### config.mk
export PLATFORM = sky130hd
export DESIGN_NAME = bidt_ctrl
export DESIGN_NICKNAME = d
export VERILOG_FILES = /design/src/design/bidt_pkg.sv /design/src/design/bidt_ctrl.sv
export SDC_FILE = /design/constraint.sdc
export NUM_CORES = 1
export LEC_CHECK = 0
export BUFFER_PORTS_ARGS = -buffer_cell sky130_fd_sc_hd__buf_2
export CAP_MARGIN = 30
export CELL_PAD_IN_SITES_DETAIL_PLACEMENT = 1
export CELL_PAD_IN_SITES_GLOBAL_PLACEMENT = 1
export CORE_AREA = 3 3 40 42
export DETAILED_ROUTE_END_ITERATION = 7
export DIE_AREA = 0 0 43 45
export PLACE_DENSITY_LB_ADDON = 0.1
export SLEW_MARGIN = 20
export SYNTH_ARGS = -nofsm -noshare
export SYNTH_HDL_FRONTEND = slang
export SYNTH_SLANG_ARGS = --single-unit
export TNS_END_PERCENT = 30
### constraint.sdc
create_clock -name clk_i -period 1.4 [get_ports clk_i]
set_clock_uncertainty 0.1 [all_clocks]
set_input_delay 0.28 -clock clk_i [delete_from_list [all_inputs] [get_ports clk_i]]
set_output_delay 0.28 -clock clk_i [all_outputs]
set_load 0.01 [all_outputs]
### src/design/bidt_pkg.sv
package bidt_pkg;

  // Number of entries in the duplicate table.
  localparam int unsigned TABLE_DEPTH = 64;
  // Index into the table, and a count that can also hold TABLE_DEPTH itself.
  localparam int unsigned IDX_W = (TABLE_DEPTH > 1) ? $clog2(TABLE_DEPTH) : 1;
  localparam int unsigned CNT_W = $clog2(TABLE_DEPTH + 1);

  typedef enum logic [1:0] {
    OUT_INSERTED  = 2'd0,
    OUT_UPDATED   = 2'd1,
    OUT_DUPLICATE = 2'd2,
    OUT_FULL      = 2'd3
  } outcome_e;

  typedef enum logic {
    ST_IDLE,
    ST_SCAN
  } state_e;

  // One route-request record; also the layout of a stored table entry.
  typedef struct packed {
    logic [31:0] source_address;
    logic [31:0] broadcast_id;
    logic [7:0]  hops;
  } req_t;

  typedef struct packed {
    logic     send_reply;
    outcome_e outcome;
  } rsp_t;

  // Commands from the controller to the datapath.
  typedef struct packed {
    logic     load_req;
    logic     scan_step;
    logic     wr_en;
    logic     wr_insert;
    logic     load_rsp;
    logic     reply;
    outcome_e outcome;
  } cmd_t;

  // Status from the datapath to the controller.
  typedef struct packed {
    logic hit;
    logic better;
    logic done_miss;
    logic full;
    logic slot_free;
  } status_t;

endpackage

### src/design/bidt_ctrl.sv
module bidt_ctrl (
  input  logic              clk_i,
  input  logic              rst_ni,
  input  logic              in_valid_i,
  output logic              in_stall_o,
  input  bidt_pkg::status_t status_i,
  output bidt_pkg::cmd_t    cmd_o
);
  import bidt_pkg::*;

  state_e state_q, state_d;

  always_ff @(posedge clk_i or negedge rst_ni) begin
    if (!rst_ni) begin
      state_q <= ST_IDLE;
    end else begin
      state_q <= state_d;
    end
  end

  always_comb begin
    state_d       = state_q;
    in_stall_o    = 1'b1;
    cmd_o         = '0;
    cmd_o.outcome = OUT_INSERTED;
    unique case (state_q)
      ST_IDLE: begin
        in_stall_o = 1'b0;
        if (in_valid_i) begin
          cmd_o.load_req = 1'b1;
          state_d        = ST_SCAN;
        end
      end
      ST_SCAN: begin
        if (status_i.hit || status_i.done_miss) begin
          // Scan is over; finish once the result register can take the result.
          if (status_i.slot_free) begin
            cmd_o.load_rsp = 1'b1;
            state_d        = ST_IDLE;
            if (status_i.hit) begin
              if (status_i.better) begin
                cmd_o.wr_en   = 1'b1;
                cmd_o.reply   = 1'b1;
                cmd_o.outcome = OUT_UPDATED;
              end else begin
                cmd_o.outcome = OUT_DUPLICATE;
              end
            end else if (status_i.full) begin
              cmd_o.outcome = OUT_FULL;
            end else begin
              cmd_o.wr_en     = 1'b1;
              cmd_o.wr_insert = 1'b1;
              cmd_o.reply     = 1'b1;
              cmd_o.outcome   = OUT_INSERTED;
            end
          end
        end else begin
          cmd_o.scan_step = 1'b1;
        end
      end
      default: state_d = ST_IDLE;
    endcase
  end

endmodule

==> results.ini <==
[finish]
stdcell_count = 50
nets = 45
num_antenna_cells = 0
top_register = state_q
syn_to_final_growth_pct = 117
largest_reg_flops = 1
final_layout_size_suffix_gt1_frac = 0.600
reg_top3 = state_q (1)

[setup_path]
critPathCaptureType = primary output
crit_required_ns = 1.02
path_cells = buf_6 -> or3b_4 -> a21oi_2 -> buf_2
worst-setup-path-type = in -> out
critPathMaxFanout = 2
cp.arrival_ns = 1.03
crit_path_start_kind = input port
crit_path_max_incr_delay_ns = 0.39
slowest_stage = or3b_4

[timing]
finalSetupViolations = 2
period_needed_ns = 1.41
rsz0062_at_grt = yes
fin_setup_tns_ns = -0.0236
setup_slack_ns = -0.0125
fmaxAchievable_mhz = 708
drv_slew = 0
tightest_slew_ns = 0.225
finalCritPeriodShare = 1.01
slew_headroom = 0.850
hold_viol_final = 0

[grt]
grt_remaining_overflow = 0
gr-usage-all-layers = 0.0507
grt_max_degree = 7
grt_first_pass_wirelength_microns = 793
grt_pass1_vias = 179
antenna_found_initial = 0

[die]
die_w_microns = 43
initial_core_util = 0.0906
dieArea_sq_mm = 0.00194
core_region_area_sq_mm = 0.00128
ios = 17
rows = 13
dieHeight_microns = 45

[detailed_routing]
wl_microns = 476
drcViolationCount = 0
first_iter_violations = 2
wl_per_cell_microns = 9.52
via_per_inst = 3.84
vias = 192
ant_nets = 0
drtPass1Iterations = 2

[power_and_ir_drop]
p_per_area_mw_per_mm2 = 469
p_total_w = 0.000119
peakVddDrop_mv = 0.210
p_leak_nw = 0.135

[yosys]
syn_inst = 16
yosysWarnings = 0
synth_cell_types = 12
synth-seq-cells = 1
yosysSeqAreaShare = 0.215
synth_area_sq_um = 116
synthesis.nets = 24
avgSynthCellArea_sq_um = 7.27

[place]
gp_congestion = 0.711
io_buffers = 16
numPlacedInstances = 49

[clocking]
clk_pin_slew_worst_paths_ns = 0
postCtsSetupBuffers = 0
clkLatencyLatePin_ns = 0

[outcome]
outcome = finished, violations left
violations = negative setup slack

[min_path]
hp-class = in -> reg

[job]
cap_violations = 0

## synth_stat cells, drive strengths merged
library cell,instances,area (sq um)
buf,1,7.51
and2,1,6.26
dfrtp,1,25.0
o22a,1,8.76
nand2,2,7.51
a21oi,3,18.8
nor2,3,11.3
or3b,1,11.3
nand3b,1,7.51
nand2b,1,6.26
nor2b,1,6.26
## report_power, final
group / leakage [nW] / switching (W) / internal, W
Combinational: 0.124 / 0.0000376 / 0.0000421
Clock: 0 / 0 / 0
Sequential: 0.0110 / 0.00000509 / 0.0000337
## worst paths after layout
| kind | start | end | cells past startpoint | slack, ns |
|---|---|---|---|---|
| worst max-delay path | status_i[1] | cmd_o[2] | 4 | -0.01 |
| worst min-delay path | in_valid_i | state_q$_DFF_PN0_ | 2 | 0.43 |
| worst max register to register | state_q$_DFF_PN0_ | state_q$_DFF_PN0_ | 2 | 0.40 |
| worst min register to register | state_q$_DFF_PN0_ | state_q$_DFF_PN0_ | 1 | 0.48 |
| max in group asynchronous | rst_ni | state_q$_DFF_PN0_ | 2 | 0.63 |
| min in group asynchronous | rst_ni | state_q$_DFF_PN0_ | 2 | 0.49 |
## stage by stage
stage,cell area [sq um],util,setup WS [ns],hold slack (ns)
finish,253,0.197,-0.0125,0.432
detailed placement,230,0.179,-0.0546,-0.0427
global route,253,0.197,-0.0589,0.443
CTS,253,0.197,-0.0210,0.434
floorplan,116,-,0.000917,-0.116
global placement,230,0.179,-0.0398,-0.0453
## routing by layer
layer,part of all wire,vias to the layer above,track usage
met5,0,-,0
met4,0,0,0
met2,0.44,15,0.0928
li1,-,92,-
met3,0.13,0,0.00797
met1,0.43,85,0.0670
## worst max-delay path: cells and delay by family
family / cells / cell delay [ns]
AOI/OAI and AO/OA: 1 / 0.13
and+or+nand+nor: 1 / 0.39
buffers and inverters: 2 / 0.23
## layout by cell type (no fill, tap or decap), drive strengths merged, types with 2 or more instances in the layout
| cell type | count |
|---|---|
| a21oi | 3 |
| buf | 19 |
| nand2 | 2 |
| nor2 | 3 |
## repair_timing
action	CTS	global route
hold buffers	1	0
pin swaps	2	1
endpoints found under the setup margin	2	4
endpoints found under the hold margin	1	0
resized for setup	2	0
## area by class of cell
| type | instances | area, sq um |
|---|---|---|
| fillers | 163 | 1030 |
| multi-input cells | 14 | 83.8 |
| flip-flops and latches | 1 | 25.0 |
| well taps | 15 | 18.8 |
| repair buffers | 20 | 125 |
## logic make-up (layout without fill, tap and decap cells)
logic type / Yosys count / in the layout / synth area share
simple gates: 10 / 10 / 0.484
compound gates: 4 / 4 / 0.237
flops: 1 / 1 / 0.215
buf+inv: 1 / 20 / 0.0645
Power figures use the tool's default switching activity.
