==> src/design/bidt_pkg.sv <==
package bidt_pkg;

  // Number of entries in the duplicate table.
  localparam int unsigned TABLE_DEPTH = 64;
  // Index into the table, and a count that can also hold TABLE_DEPTH itself.
  localparam int unsigned IDX_W = (TABLE_DEPTH > 1) ? $clog2(TABLE_DEPTH) : 1;
  localparam int unsigned CNT_W = $clog2(TABLE_DEPTH + 1);

  typedef enum logic [1:0] {
    OUT_INSERTED  = 2'd0,
    OUT_UPDATED   = 2'd1,
    OUT_DUPLICATE = 2'd2,
    OUT_FULL      = 2'd3
  } outcome_e;

  typedef enum logic {
    ST_IDLE,
    ST_SCAN
  } state_e;

  // One route-request record; also the layout of a stored table entry.
  typedef struct packed {
    logic [31:0] source_address;
    logic [31:0] broadcast_id;
    logic [7:0]  hops;
  } req_t;

  typedef struct packed {
    logic     send_reply;
    outcome_e outcome;
  } rsp_t;

  // Commands from the controller to the datapath.
  typedef struct packed {
    logic     load_req;
    logic     scan_step;
    logic     wr_en;
    logic     wr_insert;
    logic     load_rsp;
    logic     reply;
    outcome_e outcome;
  } cmd_t;

  // Status from the datapath to the controller.
  typedef struct packed {
    logic hit;
    logic better;
    logic done_miss;
    logic full;
    logic slot_free;
  } status_t;

endpackage

==> src/design/bidt_dp.sv <==
module bidt_dp (
  input  logic             clk_i,
  input  logic             rst_ni,
  input  bidt_pkg::req_t   in_data_i,
  input  bidt_pkg::cmd_t   cmd_i,
  input  logic             out_stall_i,
  output bidt_pkg::status_t status_o,
  output logic             out_valid_o,
  output bidt_pkg::rsp_t   out_data_o
);
  import bidt_pkg::*;

  req_t             mem [TABLE_DEPTH];
  req_t             req_q;
  req_t             rd_data_q;
  logic [IDX_W-1:0] cmp_idx_q;
  logic             cmp_vld_q, cmp_vld_d;
  logic [CNT_W-1:0] fill_q, fill_d;
  logic [CNT_W-1:0] rd_idx_q, rd_idx_d;
  logic             out_vld_q, out_vld_d;
  rsp_t             rsp_q;
  logic             rd_more;
  logic             match;
  logic [IDX_W-1:0] wr_addr;

  assign rd_more = rd_idx_q < fill_q;
  assign match   = (rd_data_q.source_address == req_q.source_address) &&
                   (rd_data_q.broadcast_id == req_q.broadcast_id);
  assign wr_addr = cmd_i.wr_insert ? fill_q[IDX_W-1:0] : cmp_idx_q;

  always_comb begin
    rd_idx_d  = rd_idx_q;
    cmp_vld_d = cmp_vld_q;
    if (cmd_i.load_req) begin
      rd_idx_d  = '0;
      cmp_vld_d = 1'b0;
    end else if (cmd_i.scan_step) begin
      cmp_vld_d = rd_more;
      if (rd_more) begin
        rd_idx_d = rd_idx_q + CNT_W'(1);
      end
    end

    fill_d = fill_q;
    if (cmd_i.wr_en && cmd_i.wr_insert) begin
      fill_d = fill_q + CNT_W'(1);
    end

    out_vld_d = out_vld_q;
    if (cmd_i.load_rsp) begin
      out_vld_d = 1'b1;
    end else if (!out_stall_i) begin
      out_vld_d = 1'b0;
    end
  end

  always_ff @(posedge clk_i or negedge rst_ni) begin
    if (!rst_ni) begin
      rd_idx_q  <= '0;
      cmp_vld_q <= 1'b0;
      fill_q    <= '0;
      out_vld_q <= 1'b0;
    end else begin
      rd_idx_q  <= rd_idx_d;
      cmp_vld_q <= cmp_vld_d;
      fill_q    <= fill_d;
      out_vld_q <= out_vld_d;
    end
  end

  always_ff @(posedge clk_i) begin
    if (cmd_i.load_req) begin
      req_q <= in_data_i;
    end
    if (cmd_i.load_rsp) begin
      rsp_q.send_reply <= cmd_i.reply;
      rsp_q.outcome    <= cmd_i.outcome;
    end
  end

  // Table memory: one write port, one registered read port.
  always_ff @(posedge clk_i) begin
    if (cmd_i.wr_en) begin
      mem[wr_addr] <= req_q;
    end
    if (cmd_i.scan_step && rd_more) begin
      rd_data_q <= mem[rd_idx_q[IDX_W-1:0]];
      cmp_idx_q <= rd_idx_q[IDX_W-1:0];
    end
  end

  assign status_o.hit       = cmp_vld_q && match;
  assign status_o.better    = rd_data_q.hops > req_q.hops;
  assign status_o.done_miss = !rd_more && !cmp_vld_q;
  assign status_o.full      = fill_q == CNT_W'(TABLE_DEPTH);
  assign status_o.slot_free = !out_vld_q || !out_stall_i;

  assign out_valid_o = out_vld_q;
  assign out_data_o  = rsp_q;

endmodule

==> config.mk <==
export PLATFORM = sky130hd
export DESIGN_NAME = bidt_dp
export DESIGN_NICKNAME = d
export VERILOG_FILES = /design/src/design/bidt_pkg.sv /design/src/design/bidt_dp.sv
export SDC_FILE = /design/constraint.sdc
export NUM_CORES = 2
export LEC_CHECK = 0
export ABC_CLOCK_PERIOD_IN_PS = 5800
export BUFFER_PORTS_ARGS = -buffer_cell sky130_fd_sc_hd__buf_2
export CAP_MARGIN = 20
export CORE_MARGIN = 1
export CORE_UTILIZATION = 40
export CTS_CLUSTER_DIAMETER = 80
export DETAILED_ROUTE_END_ITERATION = 10
export PLACE_DENSITY = 0.66
export SYNTH_ARGS = -nofsm -noshare
export SYNTH_HDL_FRONTEND = slang
export SYNTH_MEMORY_MAX_BITS = 65536
export SYNTH_SLANG_ARGS = --single-unit
==> constraint.sdc <==
create_clock -name clk_i -period 5.8 [get_ports clk_i]
set_input_delay 0 -clock clk_i [delete_from_list [all_inputs] [get_ports clk_i]]
set_output_delay 0 -clock clk_i [all_outputs]
set_load 0.005 [all_outputs]
==> flow_metrics.tcl <==
set metrics [dict create \
    outcome "finished, final reports clean" \
    grt.overflow.total 0 \
    die-height_um 673 \
    peakVddDrop_mv 0.286 \
    rr_startpoint "rd_idx_q[1]$_DFFE_PN0P_" \
    cts_made_buffers 450 \
    syn_avg_cell_area_um2 23.3 \
    cp_num_cells 7 \
    post-route-drc-count 0 \
    r2r_cells 7 \
    layout.cells.most_common_list "edfxtp_1 (4761), mux4_2 (1074), clkbuf_16 (458), a22oi_1 (311), buf_4 (244)" \
    clock_skew_ps 65.2 \
    global_route.usage.met3 0.0412 \
    globalRouteTotalUtil 0.223 \
    xor_xnor_cell_area_share_of_the_yosys_netlist 0.00282 \
    vias 90500 \
    last_weighted_congestion_value_of_the_routability_driven_placer 0.799 \
    worst_setup_path_startpoint "req_q[55]$_DFFE_PP_" \
    design.final.nets 8445 \
    drv_slew 0 \
    crit_path_cell_trace "xnor2_1, nand4_1, nor4_1, nand2_1, nor4_2, buf_4, buf_2" \
    post_synth_mux_area_share 0.146 \
    grt.met2_usage 0.368 \
    global_route_wire_length_before_repair_um 710000 \
    routed_wl_um 514000 \
    relSlewSlack 0.0623 \
    maxCapViolations 0 \
    clk_path_buf_depth 4 \
    cts_tree "yes" \
    post_cts_resize_count 0 \
    synth-adder-area-share 0.00118 \
    footprint_of_the_multi_input_gates_mm2 0.0353 \
    global_route.usage.met1 0.292 \
    compound_gate_portion_of_the_synthesized_area 0.0352 \
    dominant_combinational_cell_family_by_area_after_synthesis "multiplexers" \
    mappedNetlistArea_mm2 0.180 \
    setup_repair_after_global_routing_missed_its_margin "no" \
    synth-async-reset-ratio 0.00335 \
    synth_cells 7731 \
    max_clock_freq_mhz 207 \
    synthDistinctLibCells 44 \
    post_synth_edffs 4761 \
    timing.rr.end "rd_data_q[9]$_DFFE_PP_" \
    hold_path.class "input pin to flip-flop" \
    critical_path.endpoint_type "output port" \
    path_class "flip-flop to output port" \
    crit_path_top_delay_cell "nor4_1" \
    cts_root_buffer "clkbuf_16" \
    htree_levels 5 \
    timing.critical_path.arrival_ps 4820 \
    slowest_delay_ps 1020 \
    synth_warnings 0 \
    worst-endpoint-required_ps 5800 \
    initial_utilization 0.402 \
    timing_worst_slew_pin_value_ps 1400 \
    half_perimeter_wire_length_after_detailed_placement_um 263000 \
    area_growth_syn_to_layout_pct 14.5 \
    critical_path.startpoint_type "flip-flop" \
    timing.reg2reg.setup_slack_ps 1880 \
    worst_path_dominant_cell_family "simple AND/OR/NAND/NOR gates" \
    number_of_synthesized_register_bits 4777 \
    number_of_antenna_violations_at_the_first_check_in_global_routing 11 \
    synth_top_flop_cell "edfxtp_1" \
    drt_iter0_drc 12200 \
    cts.reportedPaths.clkPinSlew_ps 70 \
    postRouteAntennaNets 0 \
    regArea_mm2 0.143 \
    ioPinCount 92 \
    power_density_mw_per_mm2 365 \
    row_count 246 \
    dieArea_mm2 0.453 \
    cts_sinks 4777 \
    leakagePower_nw 62.5 \
    finalCritPeriodShare 0.831 \
    synth-seq-area-share 0.795 \
    avgViaCountPerCell 6.16 \
    yosys.area_share.simple 0.00708 \
    grt_max_degree 113 \
    setup_tns_ps 0 \
    endpoint "status_o[4]" \
    drt_pre_antenna_iters 6 \
    core-area_mm2 0.449 \
    worst_skew_pair_latency_ps 980 \
    layout_commonest_cell "edfxtp_1" \
    final_hold_viol_count 0 \
    finalCriticalPeriod_ps 4820 \
    placement.io_buffers 91 \
    min_path_cells 4 \
    floorplan.die.width_um 673 \
    gr-max-usage-layer "met2" \
    layout.filler_cells 36400 \
    routed_wire_length_per_instance_um 35.0 \
    finalSetupViolCount 0 \
    timing.hold.ws_ps 145 \
    post_route_cells_drive_above_1_share 0.255 \
    path_buf_inv 2 \
    worstPathMaxFanout 8 \
    synth_fp_nets 7831 \
    grt_pass1_vias 89900 \
]
## worst min path at each step
stage	start	to	slack (ps)
2_1_floorplan	rst_ni	cmp_vld_q$_DFFE_PN0P_	-300
3_3_place_gp	rst_ni	out_valid_o$_DFFE_PN0P_	-10
3_5_place_dp	rst_ni	out_valid_o$_DFFE_PN0P_	-1
4_1_cts	cmd_i[5]	fill_q[0]$_DFFE_PN0P_	100
5_1_grt	cmd_i[5]	fill_q[0]$_DFFE_PN0P_	160
6_report	cmd_i[5]	fill_q[0]$_DFFE_PN0P_	150
## cell type report
class                   count  area share
clock buffers             547      0.0572
clock inverters           285      0.0129
diodes                      5   0.0000606
inverters                  32    0.000588
well taps                5952      0.0361
flip-flops and latches   4777       0.694
multi-input cells        2489       0.171
repair buffers            595      0.0281
## worst register-to-register path: cells and delay by family (launching register included)
kind | cells | cell delay [ps]
multiplexers | 2 | 830
buffers and inverters | 3 | 1120
AO/OA/AOI/OAI | 2 | 570
flip-flops | 1 | 1150
## sequential cells by signal, indices dropped and copies added (netlist names)
signal,cells
out_valid_o,1
cmp_idx_q,6
req_q,72
out_data_o,3
mem,4608
cmp_vld_q,1
fill_q,7
rd_idx_q,7
rd_data_q,72
## what timing repair did
| action | CTS | global route |
|---|---|---|
| hold buffers | 166 | 0 |
| setup buffers | 0 | 0 |
| hold endpoints to repair | 233 | 0 |
## Yosys cell counts (32+ instances only)
| library cell | instances | area, um2 |
|---|---|---|
| a211oi_1 | 96 | 721 |
| mux2i_1 | 209 | 2090 |
| a22oi_1 | 311 | 2330 |
| a22o_1 | 79 | 692 |
| clkbuf_1 | 210 | 788 |
| nor2_1 | 97 | 364 |
| mux4_2 | 1074 | 24200 |
| buf_1 | 34 | 128 |
| a21oi_1 | 165 | 826 |
| buf_2 | 126 | 631 |
| nand3_1 | 53 | 265 |
| o221ai_1 | 110 | 963 |
| xnor2_1 | 56 | 490 |
| a221oi_1 | 32 | 280 |
| buf_4 | 37 | 278 |
| edfxtp_1 | 4761 | 143000 |
| or3_1 | 32 | 200 |
## per-layer routing
metal,share of wire,vias up
met5,0.000053,-
met4,0.049,4
met2,0.49,5695
met3,0.10,1178
met1,0.36,48800
li1,-,34700
## report_power, final
part | switching [mW] | internal, mW | total, mW
combinational | 4.02 | 2.74 | 6.76
sequential | 0.356 | 39.1 | 39.5
clock | 12.9 | 16.3 | 29.2
total | 17.3 | 58.1 | 75.4
## cell families after synthesis
family                   Yosys count
adder cells (fa/ha/maj)           17
buffers and inverters            465
AO/OA/AOI/OAI                    866
flip-flops                      4777
XOR/XNOR                          58
multiplexers                    1290
AND/OR/NAND/NOR                  258
## stage by stage
step                      instance area, um2  instances  setup slack (ps)  power, mW   util
after floorplan                       180000       7731               912       44.6      -
after global placement                190000      13700              1600       46.7  0.424
after detailed placement              190000      13700              1830       46.9  0.424
after CTS                             206000      14700               950       75.7  0.460
after global routing                  207000      14700              1030       77.3  0.460
final                                 207000      14700               980       75.4  0.460
Power figures use the tool's default switching activity.
